===== src/rtl/plst_pkg.sv =====
`timescale 1ns / 1ps
`default_nettype none

package plst_pkg;

  localparam int DEPTH      = 16;
  localparam int DATA_WIDTH = 32;

  localparam int MODE_W = 3;
  localparam int POS_W  = 6;
  localparam int VAL_W  = 32;
  localparam int STAT_W = 2;
  localparam int LEN_W  = 5;

  localparam int CNT_W  = $clog2(DEPTH + 1);
  localparam int ADDR_W = $clog2(DEPTH);
  localparam int CMP_W  = ((POS_W > CNT_W) ? POS_W : CNT_W) + 1;

  typedef enum logic [MODE_W-1:0] {
    MODE_INSERT  = 3'd0,
    MODE_REMOVE  = 3'd1,
    MODE_READ    = 3'd2,
    MODE_REPLACE = 3'd3,
    MODE_CLEAR   = 3'd4
  } mode_t;

  typedef enum logic [STAT_W-1:0] {
    ST_OK      = 2'd0,
    ST_BAD_POS = 2'd1,
    ST_FULL    = 2'd2
  } status_t;

  typedef struct packed {
    logic             dir;
    logic [CNT_W-1:0] idx;
    logic [CNT_W-1:0] bound;
  } step_ctl_t;

  typedef struct packed {
    logic [CNT_W-1:0] nbr;
    logic             at_end;
  } step_res_t;

endpackage

`default_nettype wire


===== src/rtl/plst_req_if.sv =====
`timescale 1ns / 1ps
`default_nettype none

interface plst_req_if;
  logic                        valid;
  logic                        ready;
  logic [plst_pkg::MODE_W-1:0] mode;
  logic [plst_pkg::POS_W-1:0]  position;
  logic [plst_pkg::VAL_W-1:0]  entry_value;

  modport source (output valid, output mode, output position, output entry_value,
                  input ready);
  modport sink (input valid, input mode, input position, input entry_value,
                output ready);
endinterface

`default_nettype wire


===== src/rtl/plst_rsp_if.sv =====
`timescale 1ns / 1ps
`default_nettype none

interface plst_rsp_if;
  logic                        valid;
  logic                        ready;
  logic [plst_pkg::STAT_W-1:0] status;
  logic [plst_pkg::VAL_W-1:0]  read_value;
  logic [plst_pkg::LEN_W-1:0]  list_length;

  modport source (output valid, output status, output read_value, output list_length,
                  input ready);
  modport sink (input valid, input status, input read_value, input list_length,
                output ready);
endinterface

`default_nettype wire


===== src/rtl/positional_list_store_core.sv =====
// Sequence, accept to result valid: clear, unused modes and errors go straight to DONE;
// read and replace pass through LOOK and FETCH; insert and remove alternate RUN and
// MOVE while entries are shifted, then go to DONE.
// Throughput: one request at a time; the next is accepted the cycle after the result
// is registered, later while an earlier result is held; each entry moved costs one
// RAM read and one RAM write through the shared index stepper.
// Reset clears the length, sequencer and result valid; entry storage is not cleared.
`timescale 1ns / 1ps
`default_nettype none

module positional_list_store_core (
  input  wire logic clk,
  input  wire logic rst,
  plst_req_if.sink   req,
  plst_rsp_if.source rsp
);

  localparam int CNT_W  = plst_pkg::CNT_W;
  localparam int ADDR_W = plst_pkg::ADDR_W;
  localparam int CMP_W  = plst_pkg::CMP_W;
  localparam int DW     = plst_pkg::DATA_WIDTH;

  typedef enum logic [2:0] {
    S_IDLE,
    S_RUN,
    S_MOVE,
    S_LOOK,
    S_FETCH,
    S_DONE
  } state_t;

  state_t                     state;
  logic [CNT_W-1:0]           count;
  logic [CNT_W-1:0]           idx;
  logic [CNT_W-1:0]           bound;
  logic                       dir;
  logic                       is_replace;
  logic [DW-1:0]              val;
  plst_pkg::status_t          pend_status;
  logic [DW-1:0]              pend_rv;
  logic                       out_valid;
  plst_pkg::status_t          out_status;
  logic [DW-1:0]              out_rv;
  logic [plst_pkg::LEN_W-1:0] out_len;

  state_t                     state_next;
  logic [CNT_W-1:0]           count_next;
  logic [CNT_W-1:0]           idx_next;
  logic [CNT_W-1:0]           bound_next;
  logic                       dir_next;
  logic                       is_replace_next;
  plst_pkg::status_t          pend_status_next;

  logic                accept;
  logic [CMP_W-1:0]    pos_x;
  logic [CMP_W-1:0]    cnt_x;
  logic                pos_zero;
  logic                ins_bad;
  logic                acc_bad;
  logic                full;
  logic [CNT_W-1:0]    pos_idx;

  plst_pkg::step_ctl_t step_ctl;
  plst_pkg::step_res_t step_res;

  logic                ram_we;
  logic [ADDR_W-1:0]   ram_waddr;
  logic [DW-1:0]       ram_wdata;
  logic [ADDR_W-1:0]   ram_raddr;
  logic [DW-1:0]       ram_rdata;

  assign req.ready = (state == S_IDLE);
  assign accept    = req.valid && req.ready;

  assign pos_x    = CMP_W'(req.position);
  assign cnt_x    = CMP_W'(count);
  assign pos_zero = (req.position == '0);
  assign ins_bad  = pos_zero || (pos_x > (cnt_x + CMP_W'(1)));
  assign acc_bad  = pos_zero || (pos_x > cnt_x);
  assign full     = (count == CNT_W'(plst_pkg::DEPTH));
  assign pos_idx  = CNT_W'(pos_x - CMP_W'(1));

  assign step_ctl = '{dir: dir, idx: idx, bound: bound};

  plst_step u_step (
    .ctl (step_ctl),
    .res (step_res)
  );

  plst_ram #(
    .WIDTH (DW),
    .DEPTH (plst_pkg::DEPTH)
  ) u_ram (
    .clk   (clk),
    .we    (ram_we),
    .waddr (ram_waddr),
    .wdata (ram_wdata),
    .raddr (ram_raddr),
    .rdata (ram_rdata)
  );

  always_comb begin
    dir_next         = 1'b0;
    is_replace_next  = 1'b0;
    idx_next         = pos_idx;
    bound_next       = count;
    count_next       = count;
    state_next       = S_DONE;
    pend_status_next = plst_pkg::ST_OK;
    unique case (plst_pkg::mode_t'(req.mode))
      plst_pkg::MODE_INSERT: begin
        if (ins_bad) begin
          pend_status_next = plst_pkg::ST_BAD_POS;
        end else if (full) begin
          pend_status_next = plst_pkg::ST_FULL;
        end else begin
          idx_next   = count;
          bound_next = pos_idx;
          count_next = count + CNT_W'(1);
          state_next = S_RUN;
        end
      end
      plst_pkg::MODE_REMOVE: begin
        if (acc_bad) begin
          pend_status_next = plst_pkg::ST_BAD_POS;
        end else begin
          dir_next   = 1'b1;
          count_next = count - CNT_W'(1);
          state_next = S_RUN;
        end
      end
      plst_pkg::MODE_READ, plst_pkg::MODE_REPLACE: begin
        if (acc_bad) begin
          pend_status_next = plst_pkg::ST_BAD_POS;
        end else begin
          is_replace_next = (req.mode == plst_pkg::MODE_REPLACE);
          state_next      = S_LOOK;
        end
      end
      plst_pkg::MODE_CLEAR: begin
        count_next = '0;
      end
      default: begin
      end
    endcase
  end

  always_comb begin
    ram_we    = 1'b0;
    ram_waddr = idx[ADDR_W-1:0];
    ram_wdata = ram_rdata;
    ram_raddr = (state == S_RUN) ? step_res.nbr[ADDR_W-1:0] : idx[ADDR_W-1:0];
    unique case (state)
      S_RUN: begin
        if (step_res.at_end && !dir) begin
          ram_we    = 1'b1;
          ram_wdata = val;
        end
      end
      S_MOVE: begin
        ram_we = 1'b1;
      end
      S_FETCH: begin
        if (is_replace) begin
          ram_we    = 1'b1;
          ram_wdata = val;
        end
      end
      default: begin
      end
    endcase
  end

  always_ff @(posedge clk) begin
    if (rst) begin
      state     <= S_IDLE;
      count     <= '0;
      out_valid <= 1'b0;
    end else begin
      if (out_valid && rsp.ready && (state != S_DONE)) begin
        out_valid <= 1'b0;
      end
      unique case (state)
        S_IDLE: begin
          if (accept) begin
            dir         <= dir_next;
            is_replace  <= is_replace_next;
            val         <= DW'(req.entry_value);
            pend_rv     <= '0;
            pend_status <= pend_status_next;
            idx         <= idx_next;
            bound       <= bound_next;
            count       <= count_next;
            state       <= state_next;
          end
        end
        S_RUN: begin
          state <= step_res.at_end ? S_DONE : S_MOVE;
        end
        S_MOVE: begin
          idx   <= step_res.nbr;
          state <= S_RUN;
        end
        S_LOOK: begin
          state <= S_FETCH;
        end
        S_FETCH: begin
          pend_rv <= ram_rdata;
          state   <= S_DONE;
        end
        S_DONE: begin
          if (!out_valid || rsp.ready) begin
            out_valid  <= 1'b1;
            out_status <= pend_status;
            out_rv     <= pend_rv;
            out_len    <= plst_pkg::LEN_W'(count);
            state      <= S_IDLE;
          end
        end
        default: begin
          state <= S_IDLE;
        end
      endcase
    end
  end

  assign rsp.valid       = out_valid;
  assign rsp.status      = out_status;
  assign rsp.read_value  = plst_pkg::VAL_W'(out_rv);
  assign rsp.list_length = out_len;

  a_count_bound: assert property (@(posedge clk) disable iff (rst)
    count <= CNT_W'(plst_pkg::DEPTH))
    else $error("list length above depth");

  a_count_hold: assert property (@(posedge clk) disable iff (rst)
    (!rst && !accept) |=> $stable(count))
    else $error("list length changed without a request");

  a_clear_empties: assert property (@(posedge clk) disable iff (rst)
    (accept && (req.mode == plst_pkg::MODE_CLEAR)) |=> (count == '0))
    else $error("clear left entries");

  a_write_state: assert property (@(posedge clk) disable iff (rst)
    ram_we |-> ((state == S_RUN) || (state == S_MOVE) || (state == S_FETCH)))
    else $error("storage write outside a write step");

  a_move_range: assert property (@(posedge clk) disable iff (rst)
    (state == S_MOVE) |-> (idx < CNT_W'(plst_pkg::DEPTH)))
    else $error("shift address out of range");

endmodule

`default_nettype wire


===== src/rtl/plst_ram.sv =====
`timescale 1ns / 1ps
`default_nettype none

module plst_ram #(
  parameter int WIDTH = 32,
  parameter int DEPTH = 16
) (
  input  wire logic                     clk,
  input  wire logic                     we,
  input  wire logic [$clog2(DEPTH)-1:0] waddr,
  input  wire logic [WIDTH-1:0]         wdata,
  input  wire logic [$clog2(DEPTH)-1:0] raddr,
  output logic      [WIDTH-1:0]         rdata
);

  logic [WIDTH-1:0] mem [DEPTH];

  always_ff @(posedge clk) begin
    if (we) begin
      mem[waddr] <= wdata;
    end
    rdata <= mem[raddr];
  end

endmodule

`default_nettype wire


===== src/rtl/plst_step.sv =====
`timescale 1ns / 1ps
`default_nettype none

module plst_step (
  input  wire plst_pkg::step_ctl_t ctl,
  output plst_pkg::step_res_t      res
);

  logic [plst_pkg::CNT_W-1:0] nbr;

  // step toward the far end of the shift; stop when the bound is reached
  always_comb begin
    nbr = ctl.dir ? (ctl.idx + plst_pkg::CNT_W'(1)) : (ctl.idx - plst_pkg::CNT_W'(1));
    res.nbr = nbr;
    res.at_end = ((ctl.dir ? nbr : ctl.idx) == ctl.bound);
  end

endmodule

`default_nettype wire


===== src/flat_wrapper.sv =====
// flat-port wrapper written by rule: the top's interface ports become plain ports
module positional_list_store_core_flat 
  (clk, rst, req_valid, req_mode, req_position, req_entry_value, req_ready, rsp_valid, rsp_status, rsp_read_value, rsp_list_length, rsp_ready);
  plst_req_if req_i ();
  plst_rsp_if rsp_i ();
  input  wire logic clk;
  input  wire logic rst;
  input wire logic [$bits(req_i.valid)-1:0] req_valid;
  input wire logic [$bits(req_i.mode)-1:0] req_mode;
  input wire logic [$bits(req_i.position)-1:0] req_position;
  input wire logic [$bits(req_i.entry_value)-1:0] req_entry_value;
  output wire logic [$bits(req_i.ready)-1:0] req_ready;
  output wire logic [$bits(rsp_i.valid)-1:0] rsp_valid;
  output wire logic [$bits(rsp_i.status)-1:0] rsp_status;
  output wire logic [$bits(rsp_i.read_value)-1:0] rsp_read_value;
  output wire logic [$bits(rsp_i.list_length)-1:0] rsp_list_length;
  input wire logic [$bits(rsp_i.ready)-1:0] rsp_ready;
  assign req_i.valid = req_valid;
  assign req_i.mode = req_mode;
  assign req_i.position = req_position;
  assign req_i.entry_value = req_entry_value;
  assign req_ready = req_i.ready;
  assign rsp_valid = rsp_i.valid;
  assign rsp_status = rsp_i.status;
  assign rsp_read_value = rsp_i.read_value;
  assign rsp_list_length = rsp_i.list_length;
  assign rsp_i.ready = rsp_ready;
  positional_list_store_core u_core (.clk(clk), .rst(rst), .req(req_i), .rsp(rsp_i));
endmodule

===== config.mk =====
export PLATFORM = sky130hd
export DESIGN_NAME = positional_list_store_core_flat
export DESIGN_NICKNAME = d
export VERILOG_FILES = /design/src/rtl/plst_pkg.sv /design/src/rtl/plst_req_if.sv /design/src/rtl/plst_rsp_if.sv /design/src/rtl/positional_list_store_core.sv /design/src/rtl/plst_ram.sv /design/src/rtl/plst_step.sv /design/src/flat_wrapper.sv
export SDC_FILE = /design/constraint.sdc
export NUM_CORES = 1
export LEC_CHECK = 0
export ABC_AREA = 1
export CAP_MARGIN = 20
export CORE_MARGIN = 2
export CORE_UTILIZATION = 45
export CTS_BUF_LIST = sky130_fd_sc_hd__clkbuf_4 sky130_fd_sc_hd__clkbuf_8
export DETAILED_ROUTE_END_ITERATION = 16
export DONT_BUFFER_PORTS = 1
export PLACE_DENSITY = 0.61
export SETUP_SLACK_MARGIN = 0.15
export SLEW_MARGIN = 20
export SYNTH_ARGS = -nofsm -noshare
export SYNTH_HDL_FRONTEND = slang
export SYNTH_HIERARCHICAL = 1
export SYNTH_SLANG_ARGS = --single-unit

===== constraint.sdc =====
create_clock -name clk -period 4.8 [get_ports clk]
set_clock_uncertainty 0.1 [all_clocks]
set_input_delay 0.48 -clock clk [delete_from_list [all_inputs] [get_ports clk]]
set_output_delay 0.48 -clock clk [all_outputs]
set_load 0.03 [all_outputs]

==> results of run 1 <==
## cells in the final DEF (no fill, tap or decap), types with 4 or more instances in the layout
cell                            count
sky130_fd_sc_hd__dfxtp_1           41
sky130_fd_sc_hd__o21ai_0            8
sky130_fd_sc_hd__ha_1              20
sky130_fd_sc_hd__o211ai_1          36
sky130_fd_sc_hd__inv_1            501
sky130_fd_sc_hd__dlygate4sd3_1     42
sky130_fd_sc_hd__nor2_4            19
sky130_fd_sc_hd__clkinv_1          14
sky130_fd_sc_hd__inv_2              8
sky130_fd_sc_hd__o21ai_1            6
sky130_fd_sc_hd__clkbuf_8         110
sky130_fd_sc_hd__bufinv_16          4
sky130_fd_sc_hd__nand2_2            5
sky130_fd_sc_hd__xnor2_1            4
sky130_fd_sc_hd__nand3_1          414
sky130_fd_sc_hd__nor2_1            69
sky130_fd_sc_hd__xor2_1             5
sky130_fd_sc_hd__o221ai_1          11
sky130_fd_sc_hd__a21oi_1           11
sky130_fd_sc_hd__clkbuf_4          44
sky130_fd_sc_hd__buf_4             53
sky130_fd_sc_hd__nand2_1          791
sky130_fd_sc_hd__inv_6              4
sky130_fd_sc_hd__o221ai_2          21
sky130_fd_sc_hd__clkinv_2          17
sky130_fd_sc_hd__buf_12             7
sky130_fd_sc_hd__edfxtp_1         629
sky130_fd_sc_hd__or2_1              4
## logic make-up after synthesis
| group | after synthesis |
|---|---|
| xor gates and xnor gates | 9 |
| adders and majority gates | 22 |
| AOI/OAI and AO/OA | 103 |
| DFF | 670 |
| and+or+nand+nor | 1318 |
| buffers and inverters | 639 |
## layout make-up
class | instances | area [sq um] | share of cell area, %
inverters | 512 | 1933 | 5.890
multi-input cells | 1452 | 6952 | 21.18
flip-flops and latches | 670 | 19710 | 60.05
clock inverters | 40 | 312.8 | 0.9530
clock buffers | 152 | 1829 | 5.573
repair buffers | 108 | 1016 | 3.095
well taps | 855 | 1070 | 3.259
## how the worst max path moves through the flow
stage	from	end	slack, ns	depth (start not counted)
2_1_floorplan	u_core/idx[0]	u_core/u_ram/mem[12][0]	0.47	18
3_3_place_gp	u_core/dir	u_core/u_ram/mem[14][22]	0.58	17
3_5_place_dp	u_core/dir	u_core/u_ram/mem[9][28]	0.45	17
4_1_cts	u_core/dir	u_core/u_ram/mem[10][28]	0.42	17
5_1_grt	u_core/dir	u_core/u_ram/mem[3][15]	0.15	16
6_report	u_core/dir	u_core/u_ram/mem[3][15]	0.45	16
## cell usage after synthesis (4+ instances only)
library cell,count
sky130_fd_sc_hd__ha_1,20
sky130_fd_sc_hd__nand3_1,414
sky130_fd_sc_hd__nor2_1,86
sky130_fd_sc_hd__dfxtp_1,41
sky130_fd_sc_hd__xor2_1,5
sky130_fd_sc_hd__o211ai_1,36
sky130_fd_sc_hd__o21ai_1,6
sky130_fd_sc_hd__o221ai_1,32
sky130_fd_sc_hd__buf_6,31
sky130_fd_sc_hd__o21ai_0,10
sky130_fd_sc_hd__buf_4,6
sky130_fd_sc_hd__buf_1,10
sky130_fd_sc_hd__a21oi_1,11
sky130_fd_sc_hd__inv_1,502
sky130_fd_sc_hd__xnor2_1,4
sky130_fd_sc_hd__nand2_1,793
sky130_fd_sc_hd__or2_1,4
sky130_fd_sc_hd__inv_2,8
sky130_fd_sc_hd__clkbuf_1,29
sky130_fd_sc_hd__buf_2,50
sky130_fd_sc_hd__edfxtp_1,629
## routing by layer
metal	GRT usage [%]	part of all wire (%)	vias to the layer above
li1	-	-	9222
met5	0	0	-
met3	3.365	6.0	133
met2	35.81	48	712
met4	10.50	4.3	0
met1	29.20	42	9448
## power groups by stage
| stage | Combinational [mW] | Sequential [mW] | Clock [mW] |
|---|---|---|---|
| floorplan | 2.47 | 7.80 | 0 |
| global placement | 3.51 | 7.86 | 0 |
| detailed placement | 3.61 | 7.87 | 0 |
| CTS | 3.65 | 7.75 | 4.95 |
| global route | 4.12 | 7.76 | 5.22 |
| finish | 3.74 | 7.73 | 4.88 |
## critical path, cell delays in order (launching register included)
cell and delay [ns]:
sky130_fd_sc_hd__edfxtp_1 0.61, sky130_fd_sc_hd__inv_1 0.27, sky130_fd_sc_hd__ha_1 0.41, sky130_fd_sc_hd__a21oi_1 0.23, sky130_fd_sc_hd__nand3_1 0.14, sky130_fd_sc_hd__nand3_1 0.14, sky130_fd_sc_hd__nand2_1 0.07, sky130_fd_sc_hd__nand2_1 0.06
sky130_fd_sc_hd__nand2_1 0.04, sky130_fd_sc_hd__nor2_1 0.20, sky130_fd_sc_hd__inv_1 0.10, sky130_fd_sc_hd__nor2_1 0.09, sky130_fd_sc_hd__nand2_1 0.14, sky130_fd_sc_hd__buf_4 0.24, sky130_fd_sc_hd__nand2_1 0.09, sky130_fd_sc_hd__buf_4 0.42
sky130_fd_sc_hd__o221ai_1 0.55
## metrics by stage
| stage | area (sq um) | cells | utilization, % |
|---|---|---|---|
| 2_1_floorplan | 29100 | 2761 | - |
| 3_3_place_gp | 30070 | 3549 | 46.82 |
| 3_5_place_dp | 30090 | 3550 | 46.84 |
| 4_1_cts | 32640 | 3783 | 50.82 |
| 5_1_grt | 32820 | 3789 | 51.10 |
| 6_report | 32820 | 3789 | 51.10 |
## flip-flops by register name (all words and copies together), names as in the netlist, 3 cells and up
name and cells:
u_core/u_ram/mem 512, u_core/pend_rv 32, u_core/rsp.read_value 32, u_core/u_ram/rdata 32
u_core/val 32, u_core/bound 5, u_core/count 5, u_core/idx 5
u_core/rsp.list_length 5, u_core/state 3
## timing repair
| item | 4_1_cts | 5_1_grt |
|---|---|---|
| hold endpoints to repair | 53 | 18 |
| setup endpoints to repair | 0 | 40 |
| hold buffers | 41 | 1 |
| gates resized for setup | 0 | 3 |
==> summary.txt, run 1 <==
Synthesis
  • Post-synth EDFFs: 629
  • Number of flip-flops and latches in the synthesized netlist: 670
  • Mean instance size in the synthesized netlist: 10.54 sq um
  • Cells after Synth: 2,761
  • Post-synthesis simple-gate area fraction: 19.06%
  • Cell type with the highest aggregate area in the netlist: sky130_fd_sc_hd__edfxtp_1
  • Share of synthesized cell area in full adder, half adder and majority cells: 0.9975%
  • Main synth FF type: sky130_fd_sc_hd__edfxtp_1
  • Area share of the largest cell type after synthesis: 64.91%
  • Post-Syn Area: 29,100 sq um
  • Number of nets produced by synthesis: 2,828
  • Syn. warnings: 6
  • Post-synth cell types: 40
  • Register area share after synthesis: 67.73%
  • Area fraction in compound gates after synthesis: 2.545%
  • Post-synthesis share of cell area spent on xor and xnor gates: 0.2709%
  • Async set-reset flop share out of synthesis: 0%
  • Largest cells by area after synthesis: sky130_fd_sc_hd__edfxtp_1, sky130_fd_sc_hd__nand2_1, sky130_fd_sc_hd__nand3_1
  • Dominant combinational cell family by area after synthesis: simple AND/OR/NAND/NOR gates
  • Mux cell area share after synthesis: 0%

Floorplan
  • Die Y-Extent: 258.3 microns
  • Number of top-level design ports: 86
  • Initial cell density of the core: 45.31%
  • Core box area: 64,230 sq um
  • Floorplan row count: 93
  • Die width: 258.3 microns
  • Total die area: 66,720 sq um

Final layout
  • Number of antenna cells inserted: 0
  • Fraction of final layout cells with drive strength greater than 1: 10.60%
  • Area growth from synthesis to final layout: 12.79%
  • Final-layout fill cell count: 5,639
  • Net count reported at finish: 2,914

Worst setup path
  • CP endpoint kind: flip-flop
  • Worst setup SP type: flip-flop
  • Required time worst endpoint: 4.95 ns
  • Cell depth of the worst flop-to-flop path: 16
  • Top fanout value on the critical path: 22
  • CP arrival: 4.50 ns
  • Worst reg2reg startpoint: u_core/dir
  • Critical register-to-register path endpoint: u_core/u_ram/mem[3][15]
  • Worst setup slack for register-to-register paths: 0.45 ns
  • Worst setup path class: reg2reg

Min path
  • Start point of the worst hold path: req_mode[0]
  • Worst min path class: in2reg
  • Worst min-delay path endpoint: u_core/pend_status[0]
  • Number of cells on the worst hold path: 4

Placement
  • Placer congestion estimate: 0.9083
  • DP HPWL: 42,130 microns
  • IO Port Bufs: 0
  • Setup slack at placement: 0.4509 ns

Timing
  • Setup repair after global routing missed its margin: false
  • Post-layout worst setup margin: 0.4523 ns
  • Final-report max-slew violation count: 0
  • Setup Viol. Count Final: 0
  • Worst-case headroom to the max-slew limit: 30.50%
  • Aggregate negative setup slack: 0 ns
  • Final hold vios: 0
  • Min Hold Slack: 0.06691 ns
  • Fin crit share: 90.58%
  • Worst Max-Slew Pin Slew: 1.043 ns
  • Time the final worst path needs with I/O delays and setup: 4.348 ns
  • Fmax: 230.0 MHz

Power and ir drop
  • Power consumption: 16.35 mW
  • Leak: 13.76 nW
  • Maximum resistive drop on vdd: 258.7 uV
  • Internal Pwr Total: 11.16 mW
  • Relative contribution of combinational cells to total power: 22.9%
  • Sequential cell fraction of total power: 47.3%
  • Reported net switching power: 5.190 mW
  • Fraction of power spent switching nets: 31.75%
  • Power per cell area: 498.2 nW/um^2
  • Clock power frac: 29.8%

CTS
  • TritonCTS clock tree: done
  • Number of buffers on the longest clock path: 3
  • CTS clk-pin slew, worst paths: 0.06 ns
  • Number of buffers added by the clock tree synthesis step: 103
  • Total setup buffers inserted after CTS: 0
  • CTS root buf: sky130_fd_sc_hd__clkbuf_8
  • H-tree levels: 3
  • Latest clock arrival within the worst-skew pair: 0.71 ns
  • Num Clock Sinks: 670

GRT
  • Overflow left after global routing: 0
  • Vias in the first global route: 19,001
  • Antenna violations before repair: 0
  • Maximum number of pins on one net before global-route repair: 163
  • Overall Global Routing Usage: 22.04%
  • Wire length of the first global-routing pass: 111,200 microns

Detailed routing
  • Antenna Nets Post-Route: 0
  • Count of unresolved DRC violations after routing: 0
  • Detailed Route WL: 74,010 microns
  • Number of vias per cell: 5.150
  • Via count of the routed design: 19,515
  • Router iterations before antenna repair: 6
  • Number of DRC markers in iteration 0: 1,611
  • Wire per inst: 19.53 microns

Run
  • Number of violations of the max-capacitance limit: 0

Outcome
  • Run status: finished clean
(Power assumes the default switching activity.)
==> inputs of run 2 (changes only) <==
Settings changed: ABC_AREA 1 to unset.
Clock period 4.8 ns to 4.6 ns, I/O delays scaled along.
==> run 2 against run 1 <==
Effect of this change:
- cell count shrank 41%
- die area shrank 11%
- design area shrank 8.7%
- register-to-register slack gained 0.07 ns
- sequential share of layout area grew 5.7 points
- critical endpoint is now u_core/u_ram/mem[4][7]
==> summary.txt, run 2 <==
Placement
  • Placer congestion estimate: 0.7926
  • Setup slack at placement: 0.5597 ns
  • Placed cell area: 27,330 sq um
  • IO Port Bufs: 0
  • Cell count after placement: 2,011
  • DP HPWL: 30,180 microns

Floorplan
  • Die Y-Extent: 244.0 microns
  • Die width: 244.0 microns
  • Core box area: 56,710 sq um
  • Total die area: 59,520 sq um
  • Number of top-level design ports: 86
  • Initial cell density of the core: 45.69%
  • Floorplan row count: 87

Final layout
  • Share of the core filled with cells in the final layout: 52.84%
  • Register with the most flip-flops: u_core/u_ram/mem
  • Most common library cell in the layout ignoring fill and taps: sky130_fd_sc_hd__edfxtp_1
  • Fraction of final layout cells with drive strength greater than 1: 28.54%
  • Total area of sequential cells: 19,710 sq um
  • Number of antenna cells inserted: 0
  • Multi-input gate area: 6066 sq um
  • Flip-flop count of the largest register after layout: 512
  • Post-Layout Cell Count: 2,252
  • Final-layout fill cell count: 4,378
  • Area growth from synthesis to final layout: 15.65%
  • Most used cells in the layout excluding fill and tap cells: sky130_fd_sc_hd__edfxtp_1, sky130_fd_sc_hd__mux4_2, sky130_fd_sc_hd__clkbuf_8, sky130_fd_sc_hd__a22oi_1, sky130_fd_sc_hd__nand2_1
  • Net count reported at finish: 1,471
  • Final std cell area, no fill: 29,970 sq um

CTS
  • CTS root buf: sky130_fd_sc_hd__clkbuf_8
  • Total setup buffers inserted after CTS: 0
  • H-tree levels: 3
  • Latest clock arrival within the worst-skew pair: 0.70 ns
  • TritonCTS clock tree: done
  • Number of buffers on the longest clock path: 3
  • Number of buffers added by the clock tree synthesis step: 106
  • CTS clk-pin slew, worst paths: 0.06 ns
  • Num Clock Sinks: 670

Outcome
  • Run status: finished clean

Synthesis
  • Cells after Synth: 1,267
  • Main synth FF type: sky130_fd_sc_hd__edfxtp_1
  • Number of nets produced by synthesis: 1,334
  • Commonest cells in the synthesized netlist: sky130_fd_sc_hd__edfxtp_1, sky130_fd_sc_hd__mux4_2, sky130_fd_sc_hd__a22oi_1, sky130_fd_sc_hd__nand2_1, sky130_fd_sc_hd__dfxtp_1
  • Post-Syn Area: 25,910 sq um
  • Largest cells by area after synthesis: sky130_fd_sc_hd__edfxtp_1, sky130_fd_sc_hd__mux4_2, sky130_fd_sc_hd__dfxtp_1
  • Register area share after synthesis: 76.06%
  • Post-synth cell types: 65
  • Most frequent cell after synthesis: sky130_fd_sc_hd__edfxtp_1
  • Cell type with the highest aggregate area in the netlist: sky130_fd_sc_hd__edfxtp_1
  • Number of flip-flops and latches in the synthesized netlist: 670
  • Post-synth EDFFs: 629
  • Mean instance size in the synthesized netlist: 20.45 sq um
  • Syn. warnings: 6
  • Area share of the largest cell type after synthesis: 72.89%
  • Async set-reset flop share out of synthesis: 0%

Timing
  • Min Hold Slack: 0.06211 ns
  • Worst Max-Slew Pin Slew: 0.7618 ns
  • Setup Viol. Count Final: 0
  • Worst-case headroom to the max-slew limit: 49.21%
  • Setup repair after global routing missed its margin: false
  • Final-report max-slew violation count: 0
  • Post-layout worst setup margin: 0.5235 ns
  • Aggregate negative setup slack: 0 ns
  • Time the final worst path needs with I/O delays and setup: 4.077 ns
  • Fmax: 245.3 MHz
  • Fin crit share: 88.62%
  • Final hold vios: 0

GRT
  • Vias in the first global route: 13,174
  • Maximum number of pins on one net before global-route repair: 53
  • Antenna violations before repair: 0
  • Overall Global Routing Usage: 19.36%
  • Wire length of the first global-routing pass: 84,600 microns
  • Overflow left after global routing: 0

Worst setup path
  • Top fanout value on the critical path: 19
  • Required time worst endpoint: 4.86 ns
  • CP arrival: 4.34 ns
  • Worst setup path class: reg2reg
  • Worst setup SP type: flip-flop
  • CP endpoint kind: flip-flop

Detailed routing
  • Number of vias per cell: 5.668
  • Via count of the routed design: 12,764
  • Top layer used by detailed routing: met4
  • Wire per inst: 25.18 microns
  • Count of unresolved DRC violations after routing: 0
  • Number of DRC markers in iteration 0: 1,354
  • Routed length on met1: 24,990 microns
  • Router iterations before antenna repair: 5
  • WL met3: 3035 microns
  • Detailed Route WL: 56,720 microns
  • Antenna Nets Post-Route: 0
  • Met2 Wirelength: 27,680 microns

Power and ir drop
  • Power per cell area: 523.4 nW/um^2
  • Maximum resistive drop on vdd: 269.8 uV
  • Leak: 10.03 nW
  • Power consumption: 15.68 mW

Run
  • Number of violations of the max-capacitance limit: 0

Min path
  • Worst min path class: in2reg
run 2: report_power, final:
part | switching (mW) | internal, mW
clock network | 2.33 | 2.82
logic | 1.61 | 1.00
registers | 0.195 | 7.72
run 2: final cells by class:
cell class	instances	area share (%)
sequential	670	65.77
clock inverter	50	1.157
tap	756	3.156
clock buffer	150	6.263
inverter	19	0.2380
multi-input combinational	519	20.24
timing repair buffer	88	3.173
run 2: layer usage:
| layer | vias to the layer above | GRT usage, % |
|---|---|---|
| met3 | 85 | 3.501 |
| met2 | 412 | 31.26 |
| met4 | 0 | 5.775 |
| met1 | 6751 | 27.10 |
| met5 | - | 0 |
| li1 | 5516 | - |
run 2: cells by family after synthesis:
logic type	count (synthesis)	synth area share (%)
flip-flops	670	76.06
AND/OR/NAND/NOR	179	3.650
multiplexers	174	13.52
AO/OA/AOI/OAI	125	3.573
buffers and inverters	78	1.434
adder cells (fa/ha/maj)	22	1.120
XOR/XNOR	19	0.6422
run 2: final timing paths:
check / start / end / slack, ns / cells past startpoint
setup / recovery: u_core/dir / u_core/u_ram/mem[4][7] / 0.52 / 13
hold / removal: req_mode[0] / u_core/dir / 0.06 / 2
setup reg to reg: u_core/dir / u_core/u_ram/mem[4][7] / 0.52 / 13
hold reg to reg: u_core/pend_rv[12] / u_core/rsp.read_value[12] / 0.32 / 0
run 2: repair_timing:
action / 4_1_cts / 5_1_grt
hold buffers: 41 / 0
endpoints found under the hold margin: 50 / 0
gates resized for setup: 0 / 0
run 2: critical path: stages, from the launching register on:
cell and delay (ns):
sky130_fd_sc_hd__edfxtp_1 0.40, sky130_fd_sc_hd__inv_1 0.15, sky130_fd_sc_hd__ha_1 0.25, sky130_fd_sc_hd__a21o_1 0.21
sky130_fd_sc_hd__and4b_4 0.19, sky130_fd_sc_hd__or4_4 0.54, sky130_fd_sc_hd__a2111oi_4 0.35, sky130_fd_sc_hd__inv_1 0.13
sky130_fd_sc_hd__nor2_2 0.16, sky130_fd_sc_hd__a32oi_4 0.09, sky130_fd_sc_hd__nand2_4 0.12, sky130_fd_sc_hd__nand3b_1 0.39
sky130_fd_sc_hd__nor3_4 0.26, sky130_fd_sc_hd__buf_4 0.37
==> inputs of run 3 (changes only) <==
--- a/config.mk
+++ b/config.mk
@@ -10,4 +10,5 @@
 export CORE_UTILIZATION = 45
 export CTS_BUF_LIST = sky130_fd_sc_hd__clkbuf_4 sky130_fd_sc_hd__clkbuf_8
+export CTS_CLUSTER_SIZE = 20
 export DETAILED_ROUTE_END_ITERATION = 16
 export DONT_BUFFER_PORTS = 1
==> constraint.sdc (replaced) <==
create_clock -name clk -period 4.6 [get_ports clk]
set_clock_uncertainty 0.1 [all_clocks]
set_input_delay 1.38 -clock clk [delete_from_list [all_inputs] [get_ports clk]]
set_output_delay 1.38 -clock clk [all_outputs]
set_load 0.03 [all_outputs]
==> run 3 against run 2 <==
Effect of this change:
- routed wire length shrank 2.4%
- via count shrank 2.7%
- sequential power is essentially flat
- first-iteration DRC count shrank 19%
- clock-buffer cell count grew 10
- highest routed layer unchanged
- critical endpoint is now u_core/u_ram/mem[12][22]
- largest cell class unchanged
- sequential share of layout area grew 0.86 points
- core utilization shrank 0.68 points
- register-to-register slack gained 0.07 ns
==> summary.txt, run 3 (same netlist as run 2, synthesis figures left out) <==
Worst setup path
  • Required time worst endpoint: 4.84 ns
  • CP endpoint kind: flip-flop
  • Worst setup SP type: flip-flop
  • Worst setup path class: reg2reg
  • CP arrival: 4.25 ns
  • Top fanout value on the critical path: 18

Placement
  • Placer congestion estimate: 0.7645
  • DP HPWL: 29,910 microns
  • IO Port Bufs: 0

CTS
  • Number of buffers on the longest clock path: 3
  • Latest clock arrival within the worst-skew pair: 0.70 ns
  • Num Clock Sinks: 670
  • CTS clk-pin slew, worst paths: 0.06 ns
  • CTS root buf: sky130_fd_sc_hd__clkbuf_8
  • Number of buffers added by the clock tree synthesis step: 108
  • Total setup buffers inserted after CTS: 0
  • Number of resized instances in the post-cts repair step: 0
  • Number of buffers inserted for hold repair after clock tree synthesis: 0
  • H-tree levels: 3
  • TritonCTS clock tree: done

Floorplan
  • Initial cell density of the core: 45.69%
  • Floorplan row count: 87
  • Number of top-level design ports: 86
  • Die Y-Extent: 244.0 microns
  • Core box area: 56,710 sq um
  • Die width: 244.0 microns
  • Total die area: 59,520 sq um

Power and ir drop
  • Maximum resistive drop on vdd: 278.3 uV
  • Leak: 9.857 nW
  • Power per cell area: 531.8 nW/um^2

GRT
  • Overflow left after global routing: 0
  • Antenna violations before repair: 3
  • Wire length of the first global-routing pass: 83,530 microns
  • Overall Global Routing Usage: 19.05%
  • Maximum number of pins on one net before global-route repair: 43
  • Vias in the first global route: 13,068

Timing
  • Final-report max-slew violation count: 0
  • Worst Max-Slew Pin Slew: 0.8696 ns
  • Aggregate negative setup slack: 0 ns
  • Time the final worst path needs with I/O delays and setup: 4.004 ns
  • Setup Viol. Count Final: 0
  • Setup repair after global routing missed its margin: false
  • Fmax: 249.8 MHz
  • Final hold vios: 0
  • Min Hold Slack: 0.3177 ns
  • Worst-case headroom to the max-slew limit: 42.03%
  • Fin crit share: 87.04%

Final layout
  • Flip-flop count of the largest register after layout: 512
  • Most common library cell in the layout ignoring fill and taps: sky130_fd_sc_hd__edfxtp_1
  • Most used cells in the layout excluding fill and tap cells: sky130_fd_sc_hd__edfxtp_1, sky130_fd_sc_hd__mux4_2, sky130_fd_sc_hd__clkbuf_8, sky130_fd_sc_hd__a22oi_1, sky130_fd_sc_hd__nand2_1
  • Area growth from synthesis to final layout: 14.16%
  • Net count reported at finish: 1,430
  • Final-layout fill cell count: 4,452
  • Fraction of final layout cells with drive strength greater than 1: 30.14%
  • Register with the most flip-flops: u_core/u_ram/mem

Run
  • Number of violations of the max-capacitance limit: 0

Detailed routing
  • Detailed Route WL: 55,370 microns
  • Antenna Nets Post-Route: 0
  • Count of unresolved DRC violations after routing: 0
  • Number of DRC markers in iteration 0: 1,100
  • Number of vias per cell: 5.626
  • Wire per inst: 25.09 microns
  • Router iterations before antenna repair: 5
  • Via count of the routed design: 12,416

Outcome
  • Run status: finished clean

Min path
  • Worst min path class: reg2reg
## run 3: critical path, stage by stage (launching register included)
cell and delay (ns):
sky130_fd_sc_hd__edfxtp_1 0.49, sky130_fd_sc_hd__ha_1 0.43, sky130_fd_sc_hd__nand3b_1 0.13, sky130_fd_sc_hd__o311ai_0 0.18, sky130_fd_sc_hd__or4_4 0.47, sky130_fd_sc_hd__a2111oi_4 0.33
sky130_fd_sc_hd__inv_1 0.13, sky130_fd_sc_hd__nor2_2 0.16, sky130_fd_sc_hd__a32oi_4 0.07, sky130_fd_sc_hd__nand2_2 0.13, sky130_fd_sc_hd__nand3_1 0.36, sky130_fd_sc_hd__nor3_4 0.26
sky130_fd_sc_hd__buf_4 0.39
## run 3: metal layers
layer | track usage (%) | up-vias | share of wire, %
met1 | 26.40 | 6551 | 43
met4 | 5.631 | 0 | 1.7
met3 | 3.622 | 76 | 6.1
li1 | - | 5421 | -
met2 | 30.92 | 368 | 49
met5 | 0 | - | 0
## run 3: worst paths after layout
kind,end,startpoint,slack [ns],cells past startpoint
max,u_core/u_ram/mem[12][22],u_core/idx[3],0.60,12
max reg2reg,u_core/u_ram/mem[12][22],u_core/idx[3],0.60,12
min reg2reg,u_core/rsp.read_value[10],u_core/pend_rv[10],0.32,0
min,u_core/rsp.read_value[10],u_core/pend_rv[10],0.32,0
## run 3: report_power, final
group	switching, mW	leakage [nW]	internal, mW
clock	2.29	1.20	2.94
combinational	1.61	2.60	0.979
sequential	0.191	6.06	7.72
## run 3: final cells by class
| class | count | area, sq um | share of cell area (%) |
|---|---|---|---|
| flip-flops and latches | 670 | 19710 | 66.63 |
| multi-input cells | 519 | 6076 | 20.54 |
| clock buffers | 160 | 1996 | 6.746 |
| well taps | 756 | 945.9 | 3.198 |
| repair buffers | 45 | 513.0 | 1.734 |
| clock inverters | 37 | 265.3 | 0.8967 |
| inverters | 19 | 73.82 | 0.2495 |
| diodes | 1 | 2.502 | 0.008459 |
## run 3: through the flow
step                std cells  power [mW]  area [sq um]  setup slack, ns  utilization, %
finish                   2207       15.73         29580           0.5962           52.16
global placement         2009       10.58         27320           0.6766           48.17
floorplan                1267       9.806         26030          -0.2640               -
global route             2207       16.44         29580           0.3693           52.16
CTS                      2206       15.94         29580           0.5750           52.16
detailed placement       2009       10.66         27320           0.6103           48.17
